$ cat config.mk
export PLATFORM = sky130hd
export DESIGN_NAME = sjis_utf8_text_detector
export DESIGN_NICKNAME = d
export VERILOG_FILES = /design/src/sv/sjut_pkg.sv /design/src/sv/sjut_scan.sv /design/src/sv/sjis_utf8_text_detector.sv
export SDC_FILE = /design/constraint.sdc
export NUM_CORES = 1
export LEC_CHECK = 0
export ABC_AREA = 1
export BUFFER_PORTS_ARGS = -buffer_cell sky130_fd_sc_hd__buf_2
export CAP_MARGIN = 10
export CORE_MARGIN = 2
export CORE_UTILIZATION = 65
export CTS_BUF_LIST = sky130_fd_sc_hd__clkbuf_2 sky130_fd_sc_hd__clkbuf_4 sky130_fd_sc_hd__clkbuf_8
export CTS_CLUSTER_DIAMETER = 100
export CTS_CLUSTER_SIZE = 16
export DETAILED_ROUTE_END_ITERATION = 8
export PLACE_DENSITY = 0.86
export SYNTH_ARGS = -nofsm -noshare
export SYNTH_HDL_FRONTEND = slang
export SYNTH_SLANG_ARGS = --single-unit
$ cat constraint.sdc
create_clock -name clk -period 7.8 [get_ports clk]
set_input_delay 0.39 -clock clk [delete_from_list [all_inputs] [get_ports clk]]
set_output_delay 0.39 -clock clk [all_outputs]
set_load 0.02 [all_outputs]
$ cat src/sv/sjut_pkg.sv
// Shared types, constants and helpers for the Shift-JIS / UTF-8 text detector.
package sjut_pkg;

    localparam int MAX_LEN = 4096;
    localparam int SCORE_W = $clog2(MAX_LEN + 1);
    localparam int OUT_W   = 1 + 1 + 2 * SCORE_W;
    localparam int OUT_TDATA_W = ((OUT_W + 7) / 8) * 8;

    localparam logic [7:0] BOM_0 = 8'hEF;
    localparam logic [7:0] BOM_1 = 8'hBB;
    localparam logic [7:0] BOM_2 = 8'hBF;

    localparam logic [1:0] POS_FIRST  = 2'd0;
    localparam logic [1:0] POS_SECOND = 2'd1;
    localparam logic [1:0] POS_THIRD  = 2'd2;
    localparam logic [1:0] POS_LATER  = 2'd3;

    typedef struct packed {
        logic               sjis_skip;
        logic [1:0]         utf8_skip;
        logic [SCORE_W-1:0] sjis_total;
        logic [SCORE_W-1:0] utf8_total;
    } scan_state_t;

    function automatic logic [SCORE_W-1:0] sat_add(input logic [SCORE_W-1:0] total,
                                                   input logic [1:0]         inc);
        logic [SCORE_W:0] sum;
        sum = {1'b0, total} + {{(SCORE_W - 1){1'b0}}, inc};
        if (sum > (SCORE_W + 1)'(MAX_LEN))
            return SCORE_W'(MAX_LEN);
        return sum[SCORE_W-1:0];
    endfunction

endpackage

$ cat src/sv/sjut_scan.sv
// Pair scanners: one window position for the Shift-JIS and UTF-8 scores.
module sjut_scan
    import sjut_pkg::*;
(
    input  logic        scan_en,
    input  logic [7:0]  b1,
    input  logic [7:0]  b2,
    input  logic [7:0]  b3,
    input  scan_state_t cur,
    output scan_state_t nxt
);

    logic sjis_lead;
    logic sjis_trail;
    logic utf8_lead2;
    logic utf8_lead3;
    logic cont2;
    logic cont3;

    always_comb
    begin
        sjis_lead  = b1 inside {[8'h81:8'h9F], [8'hE0:8'hFC]};
        sjis_trail = b2 inside {[8'h40:8'h7E], [8'h80:8'hFC]};
        utf8_lead2 = b1 inside {[8'hC0:8'hDF]};
        utf8_lead3 = b1 inside {[8'hE0:8'hEF]};
        cont2      = b2 inside {[8'h80:8'hBF]};
        cont3      = b3 inside {[8'h80:8'hBF]};
    end

    always_comb
    begin
        nxt = cur;
        if (scan_en)
        begin
            if (cur.sjis_skip)
            begin
                nxt.sjis_skip = 1'b0;
            end
            else if (sjis_lead && sjis_trail)
            begin
                nxt.sjis_total = sat_add(cur.sjis_total, 2'd2);
                nxt.sjis_skip  = 1'b1;
            end

            if (cur.utf8_skip != 2'd0)
            begin
                nxt.utf8_skip = cur.utf8_skip - 2'd1;
            end
            else if (utf8_lead2 && cont2)
            begin
                nxt.utf8_total = sat_add(cur.utf8_total, 2'd2);
                nxt.utf8_skip  = 2'd1;
            end
            else if (utf8_lead3 && cont2 && cont3)
            begin
                nxt.utf8_total = sat_add(cur.utf8_total, 2'd3);
                nxt.utf8_skip  = 2'd2;
            end
        end
    end

endmodule

$ cat src/sv/sjis_utf8_text_detector.sv
// Top level of the Shift-JIS versus UTF-8 text detector.
//
// Usage: feed the bytes of one text on the s_axis channel, one byte per
// request, with s_axis_tlast high on the final byte. On that final byte the
// block emits one verdict on m_axis: is_utf8, bom_found and both pair scores.
// No result is emitted for the other bytes; a new text starts right after.
// Datapath: a byte is registered at the input, then scored into the state and
// result registers; the result register drives m_axis. Throughput is one
// byte per cycle unless a held verdict stalls a final byte; the per-byte
// update is a single pass through the window compare and score adder.
// The output register holds a verdict while m_axis_tready is low; input
// bytes keep flowing until a second final byte would need that register, at
// which point s_axis_tready drops until the verdict is taken.
// Reset clears all scores, the window, the mark tracking and both valid
// flags; the block is ready for the first byte of a new text.
module sjis_utf8_text_detector
    import sjut_pkg::*;
(
    input  logic                   clk,
    input  logic                   rst_n,
    input  logic                   s_axis_tvalid,
    output logic                   s_axis_tready,
    input  logic [7:0]             s_axis_tdata,   // [7:0] byte_value
    input  logic                   s_axis_tlast,   // last_byte
    output logic                   m_axis_tvalid,
    input  logic                   m_axis_tready,
    // [0] is_utf8, [1] bom_found, [SCORE_W+1:2] sjis_score,
    // [2*SCORE_W+1:SCORE_W+2] utf8_score, zero padded above
    output logic [OUT_TDATA_W-1:0] m_axis_tdata
);

    logic               in_valid_reg;
    logic [7:0]         in_byte_reg;
    logic               in_last_reg;
    logic               step;

    logic [7:0]         win0_reg, win0_next;
    logic [7:0]         win1_reg, win1_next;
    logic [1:0]         pos_reg, pos_next;
    logic               bom_partial_reg, bom_partial_next;
    scan_state_t        scan_reg, scan_next, scan_upd;

    logic               out_valid_reg, out_valid_next;
    logic [OUT_W-1:0]   out_data_reg, out_data_next;

    logic               scan_en;
    logic               bom_ok;
    logic               bom;
    logic               verdict;

    // Advance the scoring stage unless a verdict would overwrite a held one.
    assign step          = in_valid_reg && (!in_last_reg || !out_valid_reg || m_axis_tready);
    assign s_axis_tready = !in_valid_reg || step;

    always_ff @(posedge clk or negedge rst_n)
    begin
        if (!rst_n)
            in_valid_reg <= 1'b0;
        else if (s_axis_tready)
            in_valid_reg <= s_axis_tvalid;
    end

    always_ff @(posedge clk)
    begin
        if (s_axis_tready && s_axis_tvalid)
        begin
            in_byte_reg <= s_axis_tdata;
            in_last_reg <= s_axis_tlast;
        end
    end

    assign scan_en = (pos_reg == POS_THIRD) || (pos_reg == POS_LATER);

    sjut_scan u_scan (
        .scan_en (scan_en),
        .b1      (win0_reg),
        .b2      (win1_reg),
        .b3      (in_byte_reg),
        .cur     (scan_reg),
        .nxt     (scan_upd)
    );

    always_comb
    begin
        case (pos_reg)
            POS_FIRST:  bom_ok = (in_byte_reg == BOM_0);
            POS_SECOND: bom_ok = (in_byte_reg == BOM_1);
            POS_THIRD:  bom_ok = (in_byte_reg == BOM_2);
            default:    bom_ok = 1'b1;
        endcase
    end

    always_comb
    begin
        bom     = bom_partial_reg && bom_ok && scan_en;
        verdict = bom || ((pos_reg != POS_FIRST) && (scan_upd.utf8_total > scan_upd.sjis_total));
        out_data_next = {scan_upd.utf8_total, scan_upd.sjis_total, bom, verdict};

        win0_next        = win0_reg;
        win1_next        = win1_reg;
        pos_next         = pos_reg;
        bom_partial_next = bom_partial_reg;
        scan_next        = scan_reg;
        if (step)
        begin
            if (in_last_reg)
            begin
                // Clear for the next text.
                win0_next        = 8'h00;
                win1_next        = 8'h00;
                pos_next         = POS_FIRST;
                bom_partial_next = 1'b1;
                scan_next        = '0;
            end
            else
            begin
                win0_next        = win1_reg;
                win1_next        = in_byte_reg;
                pos_next         = (pos_reg == POS_LATER) ? POS_LATER : pos_reg + 2'd1;
                bom_partial_next = bom_partial_reg && bom_ok;
                scan_next        = scan_upd;
            end
        end

        out_valid_next = out_valid_reg && !m_axis_tready;
        if (step && in_last_reg)
            out_valid_next = 1'b1;
    end

    always_ff @(posedge clk or negedge rst_n)
    begin
        if (!rst_n)
        begin
            win0_reg        <= 8'h00;
            win1_reg        <= 8'h00;
            pos_reg         <= POS_FIRST;
            bom_partial_reg <= 1'b1;
            scan_reg        <= '0;
            out_valid_reg   <= 1'b0;
        end
        else
        begin
            win0_reg        <= win0_next;
            win1_reg        <= win1_next;
            pos_reg         <= pos_next;
            bom_partial_reg <= bom_partial_next;
            scan_reg        <= scan_next;
            out_valid_reg   <= out_valid_next;
        end
    end

    always_ff @(posedge clk)
    begin
        if (step && in_last_reg)
            out_data_reg <= out_data_next;
    end

    assign m_axis_tvalid = out_valid_reg;
    assign m_axis_tdata  = {{(OUT_TDATA_W - OUT_W){1'b0}}, out_data_reg};

    // A mark always forces the UTF-8 verdict.
    a_bom_implies_utf8: assert property (@(posedge clk) disable iff (!rst_n)
        m_axis_tvalid |-> (!m_axis_tdata[1] || m_axis_tdata[0]))
        else $error("bom_found without is_utf8");

    // Scores never pass the saturation limit.
    a_score_sat: assert property (@(posedge clk) disable iff (!rst_n)
        (scan_reg.sjis_total <= SCORE_W'(MAX_LEN)) && (scan_reg.utf8_total <= SCORE_W'(MAX_LEN)))
        else $error("score above saturation limit");

    // A final byte leaves the scanners cleared for the next text.
    a_clear_after_last: assert property (@(posedge clk) disable iff (!rst_n)
        (step && in_last_reg) |=>
            (pos_reg == POS_FIRST) && (scan_reg == '0) && bom_partial_reg)
        else $error("state not cleared after final byte");

    // A held verdict blocks the next final byte from being scored.
    a_no_overwrite: assert property (@(posedge clk) disable iff (!rst_n)
        (out_valid_reg && !m_axis_tready && in_valid_reg && in_last_reg) |-> !step)
        else $error("held verdict overwritten");

endmodule

---- Word level (Yosys, flattened, before mapping) ----
Index checks and enable logic that the tools add are counted.
word-level totals
  register bits ........................... 87
  output and inout bits ................... 34
  bits of input ports ..................... 13
  word-level logic and storage cells ...... 117
cells by class
  multiplexer cells ....................... 38
  reduce and logical (&&, ||, !) cells .... 37
  add/sub/neg operators ................... 5
  $lt $le $gt $ge ......................... 18
  equality and inequality tests ........... 6
operators by type and width
  cell                     number
  $mux W13                 11
  $mux W29                 2
  $le A8 B8 Y1 const B     7
  $add A13 B2 Y14 const B  3
  $gt A14 B13 Y1 const B   3
  $ge A8 B8 Y1 const B     5
  $eq A8 B8 Y1 const B     3
  $logic_and A1 B1 Y1      19
  $mux W1                  17
  $mux W8                  2
  $gt A13 B13 Y1           1
  $mux W2                  5
  $reduce_bool A2 Y1       5
  $ge A8 B7 Y1 const B     1
  $le A8 B7 Y1 const B     1
  $logic_or A1 B1 Y1       5
  $eq A2 B2 Y1 const B     2
  $logic_not A1 Y1         4
  $reduce_bool A4 Y1       1
  $pmux W1 S3              1
  $reduce_and A3 Y1        1
  $add A2 B1 Y2 const B    1
  $eq A2 B1 Y1 const B     1
  $logic_not A2 Y1         1
  other kinds (2)          2

---- Longest topological paths before layout ----
Gate-level depths: netlist of the first run.
  depth after elaboration ................. 16
  gate-level depth with buffers ........... 25
  depth with buffers taken out ............ 24

---- Hierarchy ----
Synthesis of the first run repeated with hierarchy kept, for this count alone.
second synthesis, totals
  cells, all modules ...................... 732
  area, all modules ....................... 5494.0 µm²
by module, submodules not included
  module                   cells an instance  instances  sequential area each (µm²)  area an instance (µm²)
  sjis_utf8_text_detector  326                1          2363.5                      3589.7
  sjut_scan                406                1          0.0                         1904.3

---- Worst setup path before layout of the first run ----
Ideal clock, no wire load.
  path kind ............................... reg-to-reg
  from .................................... register scan_reg[1] (netlist name)
  to ...................................... register out_data_reg[0] (data pin)
  setup time .............................. 0.262 ns
  buffers on the path ..................... 1
  data required time ...................... 7.538 ns
  setup slack ............................. 4.648 ns
  cell stages (with the launch flop) ...... 21
  clock period less this slack ............ 3.152 ns
  data arrival time ....................... 2.890 ns
  cell sequence ........................... dfrtp_1 > inv_1 > ha_1 > nand2_1 > nand2_1 > nand2_1 > nor2_1 > nor2_1 > clkbuf_1 > nand3_1 > nand2_1 > nand2_1 > a21boi_1 > ha_1 > a21oi_1 > o21ai_0 > a21oi_1 > o21bai_1 > nand3_1 > a211oi_1 > or2_2
RTL lines
  what                      RTL line                        text
  start: declaration        sjis_utf8_text_detector.sv:41   scan_state_t scan_reg, scan_next, scan_upd;
  start signal: assignment  sjis_utf8_text_detector.sv:147  scan_reg <= scan_next;
  end signal: assignment    sjis_utf8_text_detector.sv:155  out_data_reg <= out_data_next;
  end: declaration          sjis_utf8_text_detector.sv:44   logic [OUT_W-1:0] out_data_reg, out_data_next;

==> results.cfg, run 1 <==
[sta]
slew_headroom_pct = 25.04
rsz0062_at_grt = no
min_period_over_period_pct = 50.83
final_max_slew_viol_count = 0
fin_setup_tns_ps = 0
finalSetupViolCount = 0
worstMarginPinSlew_ps = 1123
period_needed_ps = 3965
hold_violations = 0
skew_ps = 11.10
fmax_mhz = 252.2

[routing]
wl_per_cell_um = 16.43
drc = 0
num_vias = 5056
dr.pass1.iters = 6
ant_nets = 0
wirelength_mm = 14.28
post_drt_via_cell_ratio = 5.818
drtIter0Drc = 429

[flow_run]
drv_cap = 0

[yosys]
ys_seq_area_share_pct = 43.63
avgSynthCellArea_um2 = 7.442
synthTopCellsByArea = dfrtp_1 (23%), edfxtp_1 (21%), nand2_1 (17%)
synth_xor_xnor_area_share_pct = 2.102
ys_ff_latch = 87
ys_warn_count = 0
yosysMostFrequentCell = nand2_1
synthAdderAreaFrac_pct = 4.388
synth-simple-area-share_pct = 29.98
synthDominantCellAreaShare_pct = 22.63
netlist_area_um2 = 5418
synthArstFlopShare_pct = 57.47
synth_compound_area_share_pct = 9.769
synthFlopType = dfrtp_1
synth_top_area_cell = dfrtp_1
ys_top_cells_by_count = nand2_1 (239), inv_1 (103), nand3_1 (71)
netlist_instances = 728
synth_mux_area_share_pct = 0
synth_top_family_by_area = simple AND/OR/NAND/NOR gates
yosysUniqueCellTypes = 36
synth_edf_count = 37

[die]
die_w_um = 95.30
fp.dieH_um = 95.30
initial_core_util_pct = 66.61
io_pins = 47
rows = 33
core_area_um2 = 8134
die_area_um2 = 9081

[worst_setup_path]
worstPathRequired_ps = 7910
cp_cell_sequence = inv_1 > ha_1 > nand2_1 > nand2_1 > nand2_1 > nor2_1 > nor2_1 > a21oi_1 > o22ai_1 > a22oi_1 > ha_1 > nand2_1 > inv_1 > nand3_1 > inv_1 > a21oi_1 > a211oi_1 > or2_2
cp-start-kind = register
worst_path_most_repeated_cell = nand2_1
end_kind = register
critPathSlowestCell = nor2_1
critPathMaxStageDelay_ps = 630
path_class = reg -> reg
arrival_ps = 4080
crit_fanout = 13

[placed_design]
dp_hpwl_mm = 10.19
gp_congestion = 1.022
port-buffer-count = 42

[cts]
cts-root-buf = clkbuf_8
worstSkewPairLatency_ps = 360
cts_buffers = 9
postCtsSetupBuffers = 0
cts_hold_buf = 0
cts_max_path_buffers = 2
cts_htree_levels = 3
cts_num_sinks = 87
cts_resized = 0
cts_tree = built
cts.clk_slew.worst_paths_ps = 100

[power]
ir_worst_vdd_v = 0.0001409
power.density_nw_per_um2 = 207.2
leakagePower_uw = 0.002923

[global_routing]
track_usage_pct = 33.59
grt_start_max_net_pins = 51
grt_pass1_wl_mm = 23.21
overflow = 0
grt_pass1_vias = 4779
antenna_found_initial = 0

[outcome]
outcome = completed

[final_layout]
diodes = 0
utilization_pct = 71.74
nets = 791
final_layout_size_suffix_gt1_share_pct = 10.34
area_growth_pct = 7.714
largest_register_ffs = 29

[hold_path]
hp-class = in -> async
==> per-stage QoR <==
| stage | std cells | hold WS, ps | instance area (µm²) | total power (µW) | worst slack (ps) |
|---|---|---|---|---|---|
| CTS | 869 | 154.3 | 5836 | 1199 | 3882 |
| global route | 869 | 175.9 | 5836 | 1272 | 3557 |
| detailed placement | 853 | 478.3 | 5638 | 892.1 | 3938 |
| global placement | 853 | 467.7 | 5638 | 881.2 | 4064 |
| finish | 869 | 122.8 | 5836 | 1209 | 3835 |
| floorplan | 731 | 94.41 | 5429 | 801.5 | 4648 |
==> worst max-delay path: cells and delay by family, from the launching register on <==
family / cells / cell delay [ps]
AO/OA/AOI/OAI: 5 / 890
adder cells (fa/ha/maj): 2 / 580
buffers and inverters: 3 / 260
flip-flops: 1 / 430
AND/OR/NAND/NOR: 8 / 1550
==> path summary, 6_finish.rpt <==
path,slack (ps),endpoint,cells after the start,start
worst min-delay path,120,scan_reg[20],2,rst_n
worst max register to register,3840,out_data_reg[0],18,scan_reg[1]
max in group asynchronous,7220,scan_reg[1],2,rst_n
min in group clk,190,in_byte_reg[4],1,s_axis_tdata[4]
worst max-delay path,3840,out_data_reg[0],18,scan_reg[1]
worst min register to register,500,win0_reg[1],2,win0_reg[1]
==> placed cells by master (no fill, tap or decap), drive strengths merged <==
cell type  instances
ha                19
dfrtp             49
o211ai             2
o31ai              2
edfxtp            37
a211oi             1
a22oi              2
inv              107
and2               2
nor2              47
conb               4
nand4              6
a21boi            11
nand3             72
clkinv             4
dfstp              1
clkbuf             9
o22ai             15
o21ai             34
a21oi             23
xnor2              2
xor2              11
buf               45
nand3b             4
o21bai             1
nor4               1
nor3               7
nand2            244
or2                2
==> layout make-up <==
type,instances,area (µm²)
Inverter,104,390.4
Clock buffer,9,123.9
Fill cell,636,2298
Clock inverter,7,73.82
Timing Repair Buffer,45,232.7
Tap cell,105,131.4
Sequential cell,87,2364
Multi-Input combinational cell,512,2520
==> kinds of logic (layout without fill, tap and decap cells) <==
kind of cell | Yosys count | count (layout)
fa+ha+maj | 19 | 19
xor+xnor | 13 | 13
simple gates | 385 | 385
flops | 87 | 87
buf+inv | 132 | 165
other cells | 1 | 4
compound gates | 91 | 91
==> per-layer routing <==
layer	routed length [µm]	share of wire, %	up-vias	track usage, %
met4	280	2.0	0	11.47
met2	6648	47	293	53.40
met5	0	0	-	0
met1	6026	42	2333	46.34
li1	-	-	2395	-
met3	1320	9.2	35	6.561
==> report_power, final <==
part	internal [µW]	leakage (µW)	total [µW]	switching, µW
combinational	108	0.00179	333	225
clock	126	0.000101	312	186
sequential	523	0.00103	565	41.3
No activity file was read; power rests on OpenSTA's default activity.
==> run 2: changes to the inputs <==
ABC_AREA = 0   (was 1)
CORE_UTILIZATION = 57   (was 65)
PLACE_DENSITY = 0.8   (was 0.86)
clock period = 3.4 ns   (was 7.8 ns; I/O delays follow)
==> run 2 against run 1 <==
The flow now finishes with violations (setup timing). Global-route usage rose by 6.3 points. First-iteration DRC count rose by 98%. Clock skew rose by 10 ps. Die area rose by 19%. Register-to-register slack got worse by 4600 ps.
==> results.cfg, run 2 <==
[outcome]
outcome = finished, violations left
violations = setup timing

[cts]
cts_tree = built
cts-root-buf = clkbuf_8
worstSkewPairLatency_ps = 390
cts.clk_slew.worst_paths_ps = 100
cts_htree_levels = 3
cts_max_path_buffers = 2
cts_num_sinks = 87
cts_buffers = 9

[yosys]
ys_ff_latch = 87
ys_top_cells_by_count = nand2_1 (83), dfrtp_1 (49), o21ai_0 (45)
synthDominantCellAreaShare_pct = 21.53
synth_top_area_cell = dfrtp_1
synthArstFlopShare_pct = 57.47
ys_warn_count = 0
avgSynthCellArea_um2 = 8.955
synthFlopType = dfrtp_1
synthTopCellsByArea = dfrtp_1 (22%), edfxtp_1 (20%), nand2_1 (5.5%)
synth_edf_count = 37
netlist_area_um2 = 5695
netlist_instances = 636
yosysUniqueCellTypes = 79
ys_seq_area_share_pct = 41.50
yosysMostFrequentCell = nand2_1

[worst_setup_path]
path_buf_inv = 4
reg2reg_to = out_data_reg[0]
critPathSlowestCell = dfrtp_1
end_kind = register
rr_worst_depth = 18
rr_startpoint = scan_reg[1]
path_class = reg -> reg
reg2reg_slack_ps = -760
path_depth = 18
critPathMaxStageDelay_ps = 410
cp-start-kind = register
crit_fanout = 4
path_delay_family = compound AO/OA/AOI/OAI gates
cp_cell_sequence = buf_6 > buf_4 > buf_4 > nand3_2 > buf_4 > nor2_1 > o21ai_0 > nor4_1 > a21oi_1 > o21ai_0 > a22o_1 > ha_1 > o21a_1 > o21a_1 > o21a_1 > o211ai_1 > a21oi_1 > a211o_1
arrival_ps = 4280
worstPathRequired_ps = 3530

[sta]
fin_setup_tns_ps = -755.3
slew_headroom_pct = 37.88
rsz0062_at_grt = yes
min_period_over_period_pct = 122.2
skew_ps = 21.34
fmax_mhz = 240.7
worstMarginPinSlew_ps = 925.5
period_needed_ps = 4155
finalSetupViolCount = 1
worst_slack_ps = -755.3
final_max_slew_viol_count = 0
hold_violations = 0

[global_routing]
overflow = 0
grt_start_max_net_pins = 39
antenna_found_initial = 0
track_usage_pct = 39.92
grt_pass1_vias = 6378
grt_pass1_wl_mm = 33.98

[hold_path]
min-delay-start = m_axis_tready
min_path_cells = 2
worstHoldEndpoint = m_axis_tvalid
hp-class = in -> reg

[die]
initial_core_util_pct = 58.54
rows = 36
die_area_um2 = 10810
io_pins = 47
fp.dieH_um = 104.0
core_area_um2 = 9729
die_w_um = 104.0

[routing]
num_vias = 6566
wl_per_cell_um = 21.53
post_drt_via_cell_ratio = 6.482
dr.pass1.iters = 6
drtIter0Drc = 849
wirelength_mm = 21.81
ant_nets = 0
drc = 0

[power]
leakagePower_uw = 0.003628
ir_worst_vdd_v = 0.0003605
power.density_nw_per_um2 = 354.3

[final_layout]
final_layout_size_suffix_gt1_share_pct = 36.14
nets = 907
area_growth_pct = 40.03
layout_commonest_cell = buf_4
mostFrequentLayoutCells = buf_4 (213), nand2_1 (83), dfrtp_1 (48)
diodes = 0
largest_register_ffs = 29
utilization_pct = 81.97

[placed_design]
dp_hpwl_mm = 14.97
port-buffer-count = 42
gp_congestion = 0.9736

[flow_run]
drv_cap = 0
==> run 2: cell count changes in the layout (fill, tap and decap cells not counted), sizes merged, moves of 13 or more <==
cell   before  now
buf        45  259
nand3      72   38
o22ai      15    2
a21oi      23   36
nand2     244   83
o21ai      34   52
inv       107   24
a22o        0   18
==> run 2: how the worst max path moves through the flow <==
stage,startpoint,to,slack [ps]
2_1_floorplan,scan_reg[2],out_data_reg[0],-510
5_1_grt,scan_reg[1],out_data_reg[0],-900
3_5_place_dp,scan_reg[1],out_data_reg[0],-770
6_report,scan_reg[1],out_data_reg[0],-760
3_3_place_gp,scan_reg[1],out_data_reg[0],-610
4_1_cts,scan_reg[1],out_data_reg[0],-550
==> run 2: cell type report <==
| cell class | count | area, µm² |
|---|---|---|
| clock inverter | 7 | 76.32 |
| tap | 133 | 166.4 |
| timing repair buffer | 270 | 1974 |
| fill | 590 | 1754 |
| clock buffer | 9 | 123.9 |
| multi-input combinational | 484 | 3183 |
| inverter | 23 | 86.33 |
| sequential | 87 | 2365 |
==> run 2: layer usage <==
metal	global-route usage (%)	part of all wire [%]	routed length, µm	vias to the layer above
li1	-	-	-	2857
met1	54.08	38	8376	3101
met2	63.63	47	10180	511
met3	8.584	11	2458	97
met4	14.09	3.6	795	0
met5	0	0	0	-
==> run 2: power by group <==
part           switching, µW  total (µW)  internal, µW
clock                    449         740           291
combinational            485         846           361
sequential              57.9        1240          1180
==> run 2: timing repair <==
action / CTS / global route
hold endpoints to repair: 46 / 0
endpoints found under the setup margin: 1 / 1
gates cloned: 0 / 1
buffers inserted: 6 / 7
hold buffers: 11 / 0
gates resized for setup: 17 / 13
pin swaps: 8 / 13
==> run 2: metrics by stage <==
stage	setup WS [ps]	instances	total power (µW)	hold slack [ps]	area [µm²]
2_1_floorplan	-513.7	639	1667	-125.6	5719
3_3_place_gp	-605.4	971	1980	338.6	7378
3_5_place_dp	-772.8	971	2004	338.8	7378
4_1_cts	-548.2	1004	2762	1.733	7815
5_1_grt	-896.7	1013	2934	40.59	7975
6_report	-755.3	1013	2825	22.59	7975
==> run 2: cell families after synthesis <==
logic type      after synthesis  synth area share [%]
flops                        87                 41.50
compound gates              189                 22.56
fa+ha+maj                    19                 4.174
buf+inv                      68                 5.514
xor+xnor                      9                 1.384
simple gates                253                 22.91
other cells                   1               0.06584
mux                          10                 1.889
